$ cat src/sv/bc1_pkg.sv
// bc1_pkg: shared types and constants for the BC1 block decoder.
// Used by bc1_front, bc1_fifo, bc1_back and bc1_block_decoder_core; no dependencies.
`timescale 1ns / 1ps

package bc1_pkg;

   localparam int TEXELS_PER_BLOCK = 4 * 4;
   localparam int TEXEL_CNT_W      = $clog2(TEXELS_PER_BLOCK);
   localparam int PALETTE_SIZE     = 4;

   localparam int FIFO_DEPTH = 2;
   localparam int FIFO_PTR_W = $clog2(FIFO_DEPTH);
   localparam int FIFO_CNT_W = $clog2(FIFO_DEPTH + 1);

   localparam logic [7:0] ALPHA_OPAQUE      = 8'hFF;
   localparam logic [7:0] ALPHA_TRANSPARENT = 8'h00;

   typedef struct packed {
      logic [7:0] red;
      logic [7:0] green;
      logic [7:0] blue;
      logic [7:0] alpha;
   } color_type;

   // One decoded block: resolved palette plus the raw 2-bit indices.
   typedef struct packed {
      color_type [PALETTE_SIZE-1:0] palette;
      logic [31:0]                  index_bits;
   } entry_type;

endpackage

$ cat src/sv/bc1_front.sv
// bc1_front: accepts a BC1 block, expands the RGB565 endpoints and builds the palette.
// Depends on bc1_pkg; feeds bc1_fifo.
`timescale 1ns / 1ps

module bc1_front
   import bc1_pkg::*;
(
   input  logic        clock,
   input  logic        reset,
   input  logic        req_valid,
   output logic        req_stall,
   input  logic [15:0] req_endpoint_zero,
   input  logic [15:0] req_endpoint_one,
   input  logic [31:0] req_index_bits,
   output logic        push_valid,
   input  logic        push_ready,
   output entry_type   push_entry
);

   // v*255/31 and v*255/63 as a multiply by a scaled reciprocal, exact over the input range.
   localparam int          WIDEN5_SHIFT = 18;
   localparam logic [26:0] WIDEN5_MUL   = 27'd2156535;
   localparam int          WIDEN6_SHIFT = 20;
   localparam logic [28:0] WIDEN6_MUL   = 29'd4244475;
   // x/3 for x below 2048.
   localparam int          THIRD_SHIFT  = 11;
   localparam logic [19:0] THIRD_MUL    = 20'd683;

   typedef struct packed {
      color_type   end0;
      color_type   end1;
      logic        four_color;
      logic [31:0] index_bits;
   } stage_type;

   function automatic logic [7:0] widen5(input logic [4:0] v);
      logic [26:0] p;
      p = 27'(v) * WIDEN5_MUL;
      return p[WIDEN5_SHIFT +: 8];
   endfunction

   function automatic logic [7:0] widen6(input logic [5:0] v);
      logic [28:0] p;
      p = 29'(v) * WIDEN6_MUL;
      return p[WIDEN6_SHIFT +: 8];
   endfunction

   // (2a + b + 1) / 3
   function automatic logic [7:0] third(input logic [7:0] a, input logic [7:0] b);
      logic [9:0]  s;
      logic [19:0] p;
      s = {1'b0, a, 1'b0} + {2'b00, b} + 10'd1;
      p = 20'(s) * THIRD_MUL;
      return p[THIRD_SHIFT +: 8];
   endfunction

   function automatic color_type expand(input logic [15:0] c);
      color_type r;
      r.red   = widen5(c[15:11]);
      r.green = widen6(c[10:5]);
      r.blue  = widen5(c[4:0]);
      r.alpha = ALPHA_OPAQUE;
      return r;
   endfunction

   logic      s1_valid_ff, s1_valid_in;
   stage_type s1_ff, s1_in;
   logic      s1_load;
   logic      accept;

   assign s1_load   = !s1_valid_ff || push_ready;
   assign req_stall = !s1_load;
   assign accept    = req_valid && s1_load;

   always_comb begin
      s1_valid_in = s1_load ? req_valid : s1_valid_ff;
      s1_in       = s1_ff;
      if (accept) begin
         s1_in.end0       = expand(req_endpoint_zero);
         s1_in.end1       = expand(req_endpoint_one);
         s1_in.four_color = req_endpoint_zero > req_endpoint_one;
         s1_in.index_bits = req_index_bits;
      end
   end

   always_ff @(posedge clock) begin
      if (reset) begin
         s1_valid_ff <= 1'b0;
      end else begin
         s1_valid_ff <= s1_valid_in;
      end
   end

   always_ff @(posedge clock) begin
      s1_ff <= s1_in;
   end

   // Palette from the registered endpoints.
   always_comb begin
      push_entry.palette[0] = s1_ff.end0;
      push_entry.palette[1] = s1_ff.end1;
      if (s1_ff.four_color) begin
         push_entry.palette[2].red   = third(s1_ff.end0.red,   s1_ff.end1.red);
         push_entry.palette[2].green = third(s1_ff.end0.green, s1_ff.end1.green);
         push_entry.palette[2].blue  = third(s1_ff.end0.blue,  s1_ff.end1.blue);
         push_entry.palette[2].alpha = ALPHA_OPAQUE;
         push_entry.palette[3].red   = third(s1_ff.end1.red,   s1_ff.end0.red);
         push_entry.palette[3].green = third(s1_ff.end1.green, s1_ff.end0.green);
         push_entry.palette[3].blue  = third(s1_ff.end1.blue,  s1_ff.end0.blue);
         push_entry.palette[3].alpha = ALPHA_OPAQUE;
      end else begin
         push_entry.palette[2].red   = 8'((9'(s1_ff.end0.red)   + 9'(s1_ff.end1.red))   >> 1);
         push_entry.palette[2].green = 8'((9'(s1_ff.end0.green) + 9'(s1_ff.end1.green)) >> 1);
         push_entry.palette[2].blue  = 8'((9'(s1_ff.end0.blue)  + 9'(s1_ff.end1.blue))  >> 1);
         push_entry.palette[2].alpha = ALPHA_OPAQUE;
         push_entry.palette[3].red   = 8'd0;
         push_entry.palette[3].green = 8'd0;
         push_entry.palette[3].blue  = 8'd0;
         push_entry.palette[3].alpha = ALPHA_TRANSPARENT;
      end
      push_entry.index_bits = s1_ff.index_bits;
   end

   assign push_valid = s1_valid_ff;

endmodule

$ cat src/sv/bc1_fifo.sv
// bc1_fifo: short queue of decoded palettes between front and back.
// Depends on bc1_pkg (entry_type, FIFO_DEPTH).
`timescale 1ns / 1ps

module bc1_fifo
   import bc1_pkg::*;
(
   input  logic      clock,
   input  logic      reset,
   input  logic      push_valid,
   output logic      push_ready,
   input  entry_type push_entry,
   output logic      pop_valid,
   input  logic      pop_ready,
   output entry_type pop_entry
);

   entry_type               entries_ff [FIFO_DEPTH];
   logic [FIFO_PTR_W-1:0]   wr_ptr_ff, wr_ptr_in;
   logic [FIFO_PTR_W-1:0]   rd_ptr_ff, rd_ptr_in;
   logic [FIFO_CNT_W-1:0]   count_ff, count_in;
   logic                    push;
   logic                    pop;

   assign push_ready = count_ff != FIFO_CNT_W'(FIFO_DEPTH);
   assign pop_valid  = count_ff != '0;
   assign push       = push_valid && push_ready;
   assign pop        = pop_valid && pop_ready;
   assign pop_entry  = entries_ff[rd_ptr_ff];

   // Pointers wrap naturally: the depth is a power of two.
   always_comb begin
      wr_ptr_in = push ? wr_ptr_ff + FIFO_PTR_W'(1) : wr_ptr_ff;
      rd_ptr_in = pop  ? rd_ptr_ff + FIFO_PTR_W'(1) : rd_ptr_ff;
      count_in  = count_ff + FIFO_CNT_W'(push) - FIFO_CNT_W'(pop);
   end

   always_ff @(posedge clock) begin
      if (reset) begin
         wr_ptr_ff <= '0;
         rd_ptr_ff <= '0;
         count_ff  <= '0;
      end else begin
         wr_ptr_ff <= wr_ptr_in;
         rd_ptr_ff <= rd_ptr_in;
         count_ff  <= count_in;
      end
   end

   always_ff @(posedge clock) begin
      if (push) begin
         entries_ff[wr_ptr_ff] <= push_entry;
      end
   end

   a_count_bound : assert property (@(posedge clock) disable iff (reset)
      count_ff <= FIFO_CNT_W'(FIFO_DEPTH))
      else $error("fifo count beyond depth");

   a_ptr_track : assert property (@(posedge clock) disable iff (reset)
      (count_ff == '0 || count_ff == FIFO_CNT_W'(FIFO_DEPTH)) |-> wr_ptr_ff == rd_ptr_ff)
      else $error("fifo pointers disagree with count");

   a_full_hold : assert property (@(posedge clock) disable iff (reset)
      (!push_ready && !pop_ready) |=> !push_ready)
      else $error("full fifo drained without a pop");

endmodule

$ cat src/sv/bc1_back.sv
// bc1_back: walks the sixteen texels of the queued block and drives the result register.
// Depends on bc1_pkg; reads the head of bc1_fifo.
`timescale 1ns / 1ps

module bc1_back
   import bc1_pkg::*;
(
   input  logic       clock,
   input  logic       reset,
   input  logic       pop_valid,
   output logic       pop_ready,
   input  entry_type  pop_entry,
   output logic       rsp_valid,
   input  logic       rsp_stall,
   output logic [7:0] rsp_red,
   output logic [7:0] rsp_green,
   output logic [7:0] rsp_blue,
   output logic [7:0] rsp_alpha,
   output logic [1:0] rsp_texel_x,
   output logic [1:0] rsp_texel_y,
   output logic       rsp_last_texel
);

   localparam logic [TEXEL_CNT_W-1:0] LAST_TEXEL = TEXEL_CNT_W'(TEXELS_PER_BLOCK - 1);

   typedef struct packed {
      color_type  color;
      logic [1:0] texel_x;
      logic [1:0] texel_y;
      logic       last_texel;
   } texel_type;

   logic                   rsp_valid_ff, rsp_valid_in;
   texel_type              rsp_ff, rsp_in;
   logic [TEXEL_CNT_W-1:0] cnt_ff, cnt_in;
   logic                   advance;
   logic                   emit;
   logic [1:0]             index;

   assign advance   = !rsp_valid_ff || !rsp_stall;
   assign emit      = advance && pop_valid;
   assign pop_ready = emit && cnt_ff == LAST_TEXEL;
   assign index     = 2'(pop_entry.index_bits >> {cnt_ff, 1'b0});

   always_comb begin
      rsp_valid_in = advance ? pop_valid : rsp_valid_ff;
      cnt_in       = emit ? cnt_ff + TEXEL_CNT_W'(1) : cnt_ff;
      rsp_in       = rsp_ff;
      if (emit) begin
         rsp_in.color      = pop_entry.palette[index];
         rsp_in.texel_x    = cnt_ff[1:0];
         rsp_in.texel_y    = cnt_ff[3:2];
         rsp_in.last_texel = cnt_ff == LAST_TEXEL;
      end
   end

   always_ff @(posedge clock) begin
      if (reset) begin
         rsp_valid_ff <= 1'b0;
         cnt_ff       <= '0;
      end else begin
         rsp_valid_ff <= rsp_valid_in;
         cnt_ff       <= cnt_in;
      end
   end

   always_ff @(posedge clock) begin
      rsp_ff <= rsp_in;
   end

   assign rsp_valid      = rsp_valid_ff;
   assign rsp_red        = rsp_ff.color.red;
   assign rsp_green      = rsp_ff.color.green;
   assign rsp_blue       = rsp_ff.color.blue;
   assign rsp_alpha      = rsp_ff.color.alpha;
   assign rsp_texel_x    = rsp_ff.texel_x;
   assign rsp_texel_y    = rsp_ff.texel_y;
   assign rsp_last_texel = rsp_ff.last_texel;

   a_last_corner : assert property (@(posedge clock) disable iff (reset)
      (rsp_valid && rsp_last_texel) |-> (rsp_texel_x == 2'd3 && rsp_texel_y == 2'd3))
      else $error("last texel not at block corner");

   a_count_follows : assert property (@(posedge clock) disable iff (reset)
      (rsp_valid && {rsp_texel_y, rsp_texel_x} != LAST_TEXEL) |-> cnt_ff != '0)
      else $error("texel counter out of step with result");

   a_transparent_black : assert property (@(posedge clock) disable iff (reset)
      (rsp_valid && rsp_alpha != ALPHA_OPAQUE) |->
      (rsp_alpha == ALPHA_TRANSPARENT && rsp_red == 8'd0 && rsp_green == 8'd0 &&
       rsp_blue == 8'd0))
      else $error("non-opaque texel is not transparent black");

endmodule

$ cat src/sv/bc1_block_decoder_core.sv
// bc1_block_decoder_core: BC1 block decoder top level, sixteen RGBA texels per block.
// Depends on bc1_pkg, bc1_front, bc1_fifo and bc1_back.
//
//   channel  direction  handshake            payload
//   req_     in         req_valid/req_stall  endpoint_zero, endpoint_one, index_bits
//   rsp_     out        rsp_valid/rsp_stall  red, green, blue, alpha, texel_x, texel_y, last_texel
//
// The texel counter emits one texel per cycle while a block is queued and rsp_ is not stalled.
// Without stalls the first texel reaches rsp_ via the front, queue entry and result registers.
// Reset is synchronous, active high, and clears the valid flags, queue and counter.
// A stall on rsp_ holds the result register; the queue lets the front keep taking
// blocks until it fills, and only then does req_stall rise.
`timescale 1ns / 1ps

module bc1_block_decoder_core
   import bc1_pkg::*;
(
   input  logic        clock,
   input  logic        reset,
   input  logic        req_valid,
   output logic        req_stall,
   input  logic [15:0] req_endpoint_zero,
   input  logic [15:0] req_endpoint_one,
   input  logic [31:0] req_index_bits,
   output logic        rsp_valid,
   input  logic        rsp_stall,
   output logic [7:0]  rsp_red,
   output logic [7:0]  rsp_green,
   output logic [7:0]  rsp_blue,
   output logic [7:0]  rsp_alpha,
   output logic [1:0]  rsp_texel_x,
   output logic [1:0]  rsp_texel_y,
   output logic        rsp_last_texel
);

   // Front to queue: palette of the registered block.
   logic      push_valid;
   logic      push_ready;
   entry_type push_entry;

   // Queue to back: head block, popped on its last texel.
   logic      pop_valid;
   logic      pop_ready;
   entry_type pop_entry;

   // Expand endpoints on transfer, build the palette one stage later.
   bc1_front u_front (
      .clock             (clock),
      .reset             (reset),
      .req_valid         (req_valid),
      .req_stall         (req_stall),
      .req_endpoint_zero (req_endpoint_zero),
      .req_endpoint_one  (req_endpoint_one),
      .req_index_bits    (req_index_bits),
      .push_valid        (push_valid),
      .push_ready        (push_ready),
      .push_entry        (push_entry)
   );

   // Hold decoded palettes so front and back stall independently.
   bc1_fifo u_fifo (
      .clock      (clock),
      .reset      (reset),
      .push_valid (push_valid),
      .push_ready (push_ready),
      .push_entry (push_entry),
      .pop_valid  (pop_valid),
      .pop_ready  (pop_ready),
      .pop_entry  (pop_entry)
   );

   // Walk texels in raster order, one per result transfer.
   bc1_back u_back (
      .clock          (clock),
      .reset          (reset),
      .pop_valid      (pop_valid),
      .pop_ready      (pop_ready),
      .pop_entry      (pop_entry),
      .rsp_valid      (rsp_valid),
      .rsp_stall      (rsp_stall),
      .rsp_red        (rsp_red),
      .rsp_green      (rsp_green),
      .rsp_blue       (rsp_blue),
      .rsp_alpha      (rsp_alpha),
      .rsp_texel_x    (rsp_texel_x),
      .rsp_texel_y    (rsp_texel_y),
      .rsp_last_texel (rsp_last_texel)
   );

endmodule
$ cat config.mk
export PLATFORM = sky130hd
export DESIGN_NAME = bc1_block_decoder_core
export DESIGN_NICKNAME = d
export VERILOG_FILES = /design/src/sv/bc1_pkg.sv /design/src/sv/bc1_front.sv /design/src/sv/bc1_fifo.sv /design/src/sv/bc1_back.sv /design/src/sv/bc1_block_decoder_core.sv
export SDC_FILE = /design/constraint.sdc
export NUM_CORES = 1
export LEC_CHECK = 0
export BUFFER_PORTS_ARGS = -buffer_cell sky130_fd_sc_hd__buf_4
export CAP_MARGIN = 15
export CELL_PAD_IN_SITES_DETAIL_PLACEMENT = 1
export CELL_PAD_IN_SITES_GLOBAL_PLACEMENT = 1
export CORE_UTILIZATION = 50
export CTS_BUF_LIST = sky130_fd_sc_hd__clkbuf_16
export CTS_CLUSTER_DIAMETER = 60
export DETAILED_ROUTE_END_ITERATION = 6
export GPL_TIMING_DRIVEN = 0
export HOLD_SLACK_MARGIN = 0.1
export PLACE_DENSITY = 0.87
export SLEW_MARGIN = 20
export SYNTH_ARGS = -nofsm -noshare
export SYNTH_HDL_FRONTEND = slang
export SYNTH_HIERARCHICAL = 1
export SYNTH_SLANG_ARGS = --single-unit
$ cat constraint.sdc
create_clock -name clock -period 13.51 [get_ports clock]
set_input_delay 1.351 -clock clock [delete_from_list [all_inputs] [get_ports clock]]
set_output_delay 1.351 -clock clock [all_outputs]
set_load 0.01 [all_outputs]
Word level (Yosys, flattened, before mapping) --
Memory sizes are Yosys's and may differ from the RTL's. A register that Yosys moved wholly into a read port is not among the register bits. Index checks and enable logic that the tools add are counted.
Storage, ports and cells: memory bits (read-only) 0, output and inout port bits 39, memories kept 1, input port bits 68, latch bits 0, flip-flop bits (word level) 128, RAM bits 288
Memories:
- u_fifo.entries_ff | depth 2, bits a word 144, read ports 1, clocked after Yosys merged registers in 1, write ports 1, line bc1_fifo.sv:18 | entry_type entries_ff [FIFO_DEPTH];
Cells by class: shift-type cells 1, add/sub/neg operators 20, $lt $le $gt $ge 2, $mul 12, mux-type cells 7, eq/ne operators 2, reduce and logical (&&, ||, !) cells 12, divide/modulo/power cells 0, bitwise logic cells 0
Operator list (count):
- 10-bit by 10-bit multiplier with 19-bit output, second input constant | 6
- 5-bit by 22-bit multiplier with 26-bit output, second input constant | 4
- 32-bit binary-select mux with 2-bit select | 1
- 64-bit 2-to-1 mux | 1
- 10-bit by 1-bit adder with 10-bit output, second input constant | 6
- 9-bit by 8-bit adder with 10-bit output | 6
- 6-bit by 23-bit multiplier with 28-bit output, second input constant | 2
- 32-bit 2-to-1 mux | 1
- 32-bit by 5-bit >> shifter with 2-bit output | 1
- 8-bit by 8-bit adder with 9-bit output | 3
- 16-bit > comparator | 1
- 1-bit logical AND | 5
- 4-bit by 1-bit adder with 4-bit output, second input constant | 1
- 4-bit == test, second input constant | 1
- 1-bit zero test | 4
- 1-bit 2-to-1 mux | 4
- 2-bit by 3-bit < comparator with 1-bit output, second input constant | 1
- 1-bit adder, second input constant | 2
- 2-bit by 1-bit adder with 2-bit output | 1
- 1-bit logical OR | 2
- 2-bit != test, second input constant | 1
- 2-bit nonzero test | 1
- 2-bit by 1-bit subtractor with 2-bit output | 1

Logic depth before layout (Yosys ltp) --
depth in word-level cells 7, mapped depth 25, depth with buffers taken out 25

Cells and area by module --
Netlist, hierarchy kept.
Modules (own cells, without submodules):
- bc1_front | seq. area each 2452.4 µm², area an instance 23391.2 µm², cells an instance 2387, instances 1
- bc1_fifo | seq. area each 9709.3 µm², area an instance 12208.0 µm², cells an instance 527, instances 1
- bc1_back | seq. area each 1211.2 µm², area an instance 2862.7 µm², cells an instance 279, instances 1

Worst setup path after synthesis --
Ideal clock, no wire load.
path kind flip-flop to flip-flop, start point register u_front/push_entry[72] (netlist name), end point memory u_fifo/entries_ff[0][143] in the netlist's numbering, data pin, cell stages (with the launch flop) 23, arrival 6.042 ns, path buffers 0, clock period less this slack 6.200 ns, setup slack 7.310 ns, path through edfxtp_1 -> ha_1 -> a211oi_1 -> nor2_1 -> o41ai_2 -> o21ba_2 -> xor2_1 -> inv_1 -> ha_1 -> ha_1 -> fa_1 -> fa_1 -> inv_1 -> fa_1 -> inv_1 -> ha_1 -> a211o_1 -> a21o_1 -> o21a_1 -> a221o_1 -> o21ba_1 -> or3_1 -> a21oi_1
RTL lines (line):
- end, declared | bc1_fifo.sv:18

==> impl_metrics.csv <==
group,metric,value,unit
yosys,ys_ff_latch,449,
finish,mostFrequentLayoutCells,"638 x ha_1, 438 x edfxtp_1, 422 x inv_1",
cts,cts_buffers,50,
yosys,avgSynthCellArea,12.0,um^2
routing,remaining_drc_errors,7,
critical_path,startpoint,"u_front/push_entry[88]",
cts,cts_tree,"done",
sta,totalNegativeSetupSlack,0,ns
sta,setup_viol,0,
die,die_y,279,um
routing,first_pass_iters,7,
sta,timing.slew.headroom,36.0,%
place,io_buffers,106,
routing,wire_per_inst,25.3,um
global_route,grt_max_degree,104,
critical_path,cp-endpoint,"u_fifo/entries_ff[0][159]",
status,status,"finished with violations",
place,dpl.hpwl,81.6,mm
cts,clock_latency,0.64,ns
yosys,ys_warn_count,6,
routing,routed_wl,113,mm
place,place.gp.congestion,0.857,
sta,tightest_slew,0.952,ns
critical_path,criticalPathCategory,"reg2reg",
routing,vias,26700,
critical_path,endpoint_kind,"register",
yosys,synth_top_area_share,34.2,%
die,rows,101,
global_route,antenna_found_initial,5,
yosys,ys_types,80,
global_route,grt_util_all_layers,29.1,%
finish,diodes,0,
critical_path,cp-start-kind,"register",
yosys,synthTopCellsByArea,"edfxtp_1 34%, ha_1 21%, fa_1 12%",
yosys,ys_async_sr_fraction,0,%
critical_path,crit_slowest_cell,"edfxtp_1",
critical_path,worst-path-max-fanout,10,
cts,htreeDepth,2,
die,die_w,279,um
routing,routed_via_density,5.99,
global_route,grt_overflow,0,
critical_path,crit_path_frequent_cell,"ha_1",
die,dieArea,0.0780,mm^2
cts,cts.repair.resized,0,
min_path,hold_path_class,"reg2reg",
sta,hold_violations,0,
finish,final_common_cell,"ha_1",
cts,cts_setup_buffers,0,
cts,cts_hold_buf,0,
yosys,synth-seq-area-share,34.8,%
critical_path,cp.buffers_inverters,3,
die,ioPinCount,107,
finish,drive_gt1_share,13.8,%
routing,drtIter0Drc,1787,
critical_path,cpPeakStageDelay,0.70,ns
run,maxCapViolCount,0,
finish,multi_input_area,0.0229,mm^2
finish,areaGrowthSynthToFinish,10.9,%
sta,slew_violations,0,
yosys,synth_top_cell_by_area,"edfxtp_1",
die,start_util,50.6,%
sta,finalCritPeriodShare,56.6,%
cts,root_buffer,"clkbuf_16",
global_route,grt_pass1_wl,175,mm
critical_path,required,13.90,ns
global_route,grt_pass1_vias,30300,
critical_path,arrival,8.04,ns
yosys,synthCells,3193,
finish,fillers,7873,
sta,clock.fmax,131,MHz
sta,finalClockSkew,0.0460,ns
finish,final_net_count,4328,
critical_path,reg2reg_from,"u_front/push_entry[88]",
critical_path,reg2regPathDepth,25,
status,violations,"design-rule violations",
yosys,synth_area,0.0385,mm^2
cts,clockBufferDepth,3,
cts,clk_pin_slew,0.07,ns
finish,ff_latch_area,0.0134,mm^2
sta,grt_setup_unrepaired,"false",
die,core_area,0.0761,mm^2
critical_path,cpLargestDelayFamily,"adder cells",
yosys,synth_edf_count,438,
sta,post-route-min-period,7.64,ns
cts,cts.sinks,449,
critical_path,rr_endpoint,"u_fifo/entries_ff[0][159]",
critical_path,cp.depth,25,
yosys,synth_ff_type,"edfxtp_1",
critical_path,regToRegSetupSlack,5.87,ns
routing,ant_nets,0,
## cells by family after synthesis
| family | count (synthesis) | share of synthesized area (%) |
|---|---|---|
| AND/OR/NAND/NOR | 370 | 4.76 |
| multiplexers | 190 | 6.69 |
| XOR/XNOR | 204 | 4.72 |
| buffers and inverters | 516 | 5.92 |
| AO/OA/AOI/OAI | 586 | 9.98 |
| other | 2 | 0.0195 |
| adder cells (fa/ha/maj) | 876 | 33.1 |
| flip-flops | 449 | 34.8 |
## flip-flops by register name, indices dropped and copies added (netlist names), 2 cells and up, named ones only
signal              cells
u_back/cnt_ff           4
u_back/rsp_alpha        8
u_back/rsp_blue         8
u_back/rsp_green        8
u_back/rsp_red          8
u_back/rsp_texel_x      2
u_back/rsp_texel_y      2
u_fifo/count_ff         2
u_fifo/entries_ff     320
u_front/push_entry     80
## per-stage QoR
step                setup slack (ns)  instance area [um^2]  utilization [%]  std cells  hold slack (ns)
global route                    5.55                 42600             56.1       4456            0.464
finish                          5.87                 42600             56.1       4456            0.455
floorplan                       7.31                 38500                -       3216            0.421
global placement                5.57                 40600             53.4       4352            0.423
CTS                             6.00                 42600             56.1       4456            0.454
detailed placement              6.10                 40900             53.8       4362            0.438
## routing by layer
| layer | up-vias | share of wire [%] | track usage, % |
|---|---|---|---|
| met5 | - | 0.054 | 0 |
| met4 | 10 | 4.5 | 12.2 |
| met3 | 347 | 4.9 | 4.11 |
| met2 | 947 | 52 | 53.6 |
| met1 | 13600 | 39 | 33.6 |
| li1 | 11800 | - | - |
## worst min-delay path by stage
stage | from | to | slack [ns] | cells past startpoint
floorplan | u_front/push_entry[0] | u_fifo/entries_ff[0][0] | 0.42 | 0
finish | u_front/push_entry[29] | u_fifo/entries_ff[0][29] | 0.46 | 0
global placement | u_front/push_entry[2] | u_fifo/entries_ff[1][2] | 0.42 | 0
global route | u_front/push_entry[29] | u_fifo/entries_ff[0][29] | 0.46 | 0
CTS | u_front/push_entry[29] | u_fifo/entries_ff[0][29] | 0.45 | 0
detailed placement | u_front/push_entry[29] | u_fifo/entries_ff[0][29] | 0.44 | 0
## cell usage after synthesis (11+ instances only)
library cell  instances
ha_1                638
edfxtp_1            438
inv_1               419
fa_1                238
o21ai_0             139
a21oi_1             138
xnor2_1             138
nor2_1              108
mux2_4              101
a21o_1               73
xor2_1               64
nand3_1              62
mux2_2               61
nand2_1              61
a31oi_1              39
a32oi_1              34
buf_4                34
nand2b_1             28
buf_2                23
nor2b_1              23
mux2i_1              21
o21a_1               21
nand4_1              19
a211oi_1             18
buf_6                18
and2_1               17
and3_1               15
clkbuf_1             15
a211o_1              13
o21ai_1              13
dfxtp_1              11
## cell type report
class                      count  area share, %
clock inverter                44           1.09
multi-input combinational   2251           53.7
sequential                   449           31.4
clock buffer                  50           2.93
buffer                        95           1.64
timing repair buffer         116           2.49
inverter                     421           3.72
tap                         1030           3.02
Power is not shown: default switching activity piles up to over one toggle a cycle in this logic, so the estimate is an artifact.
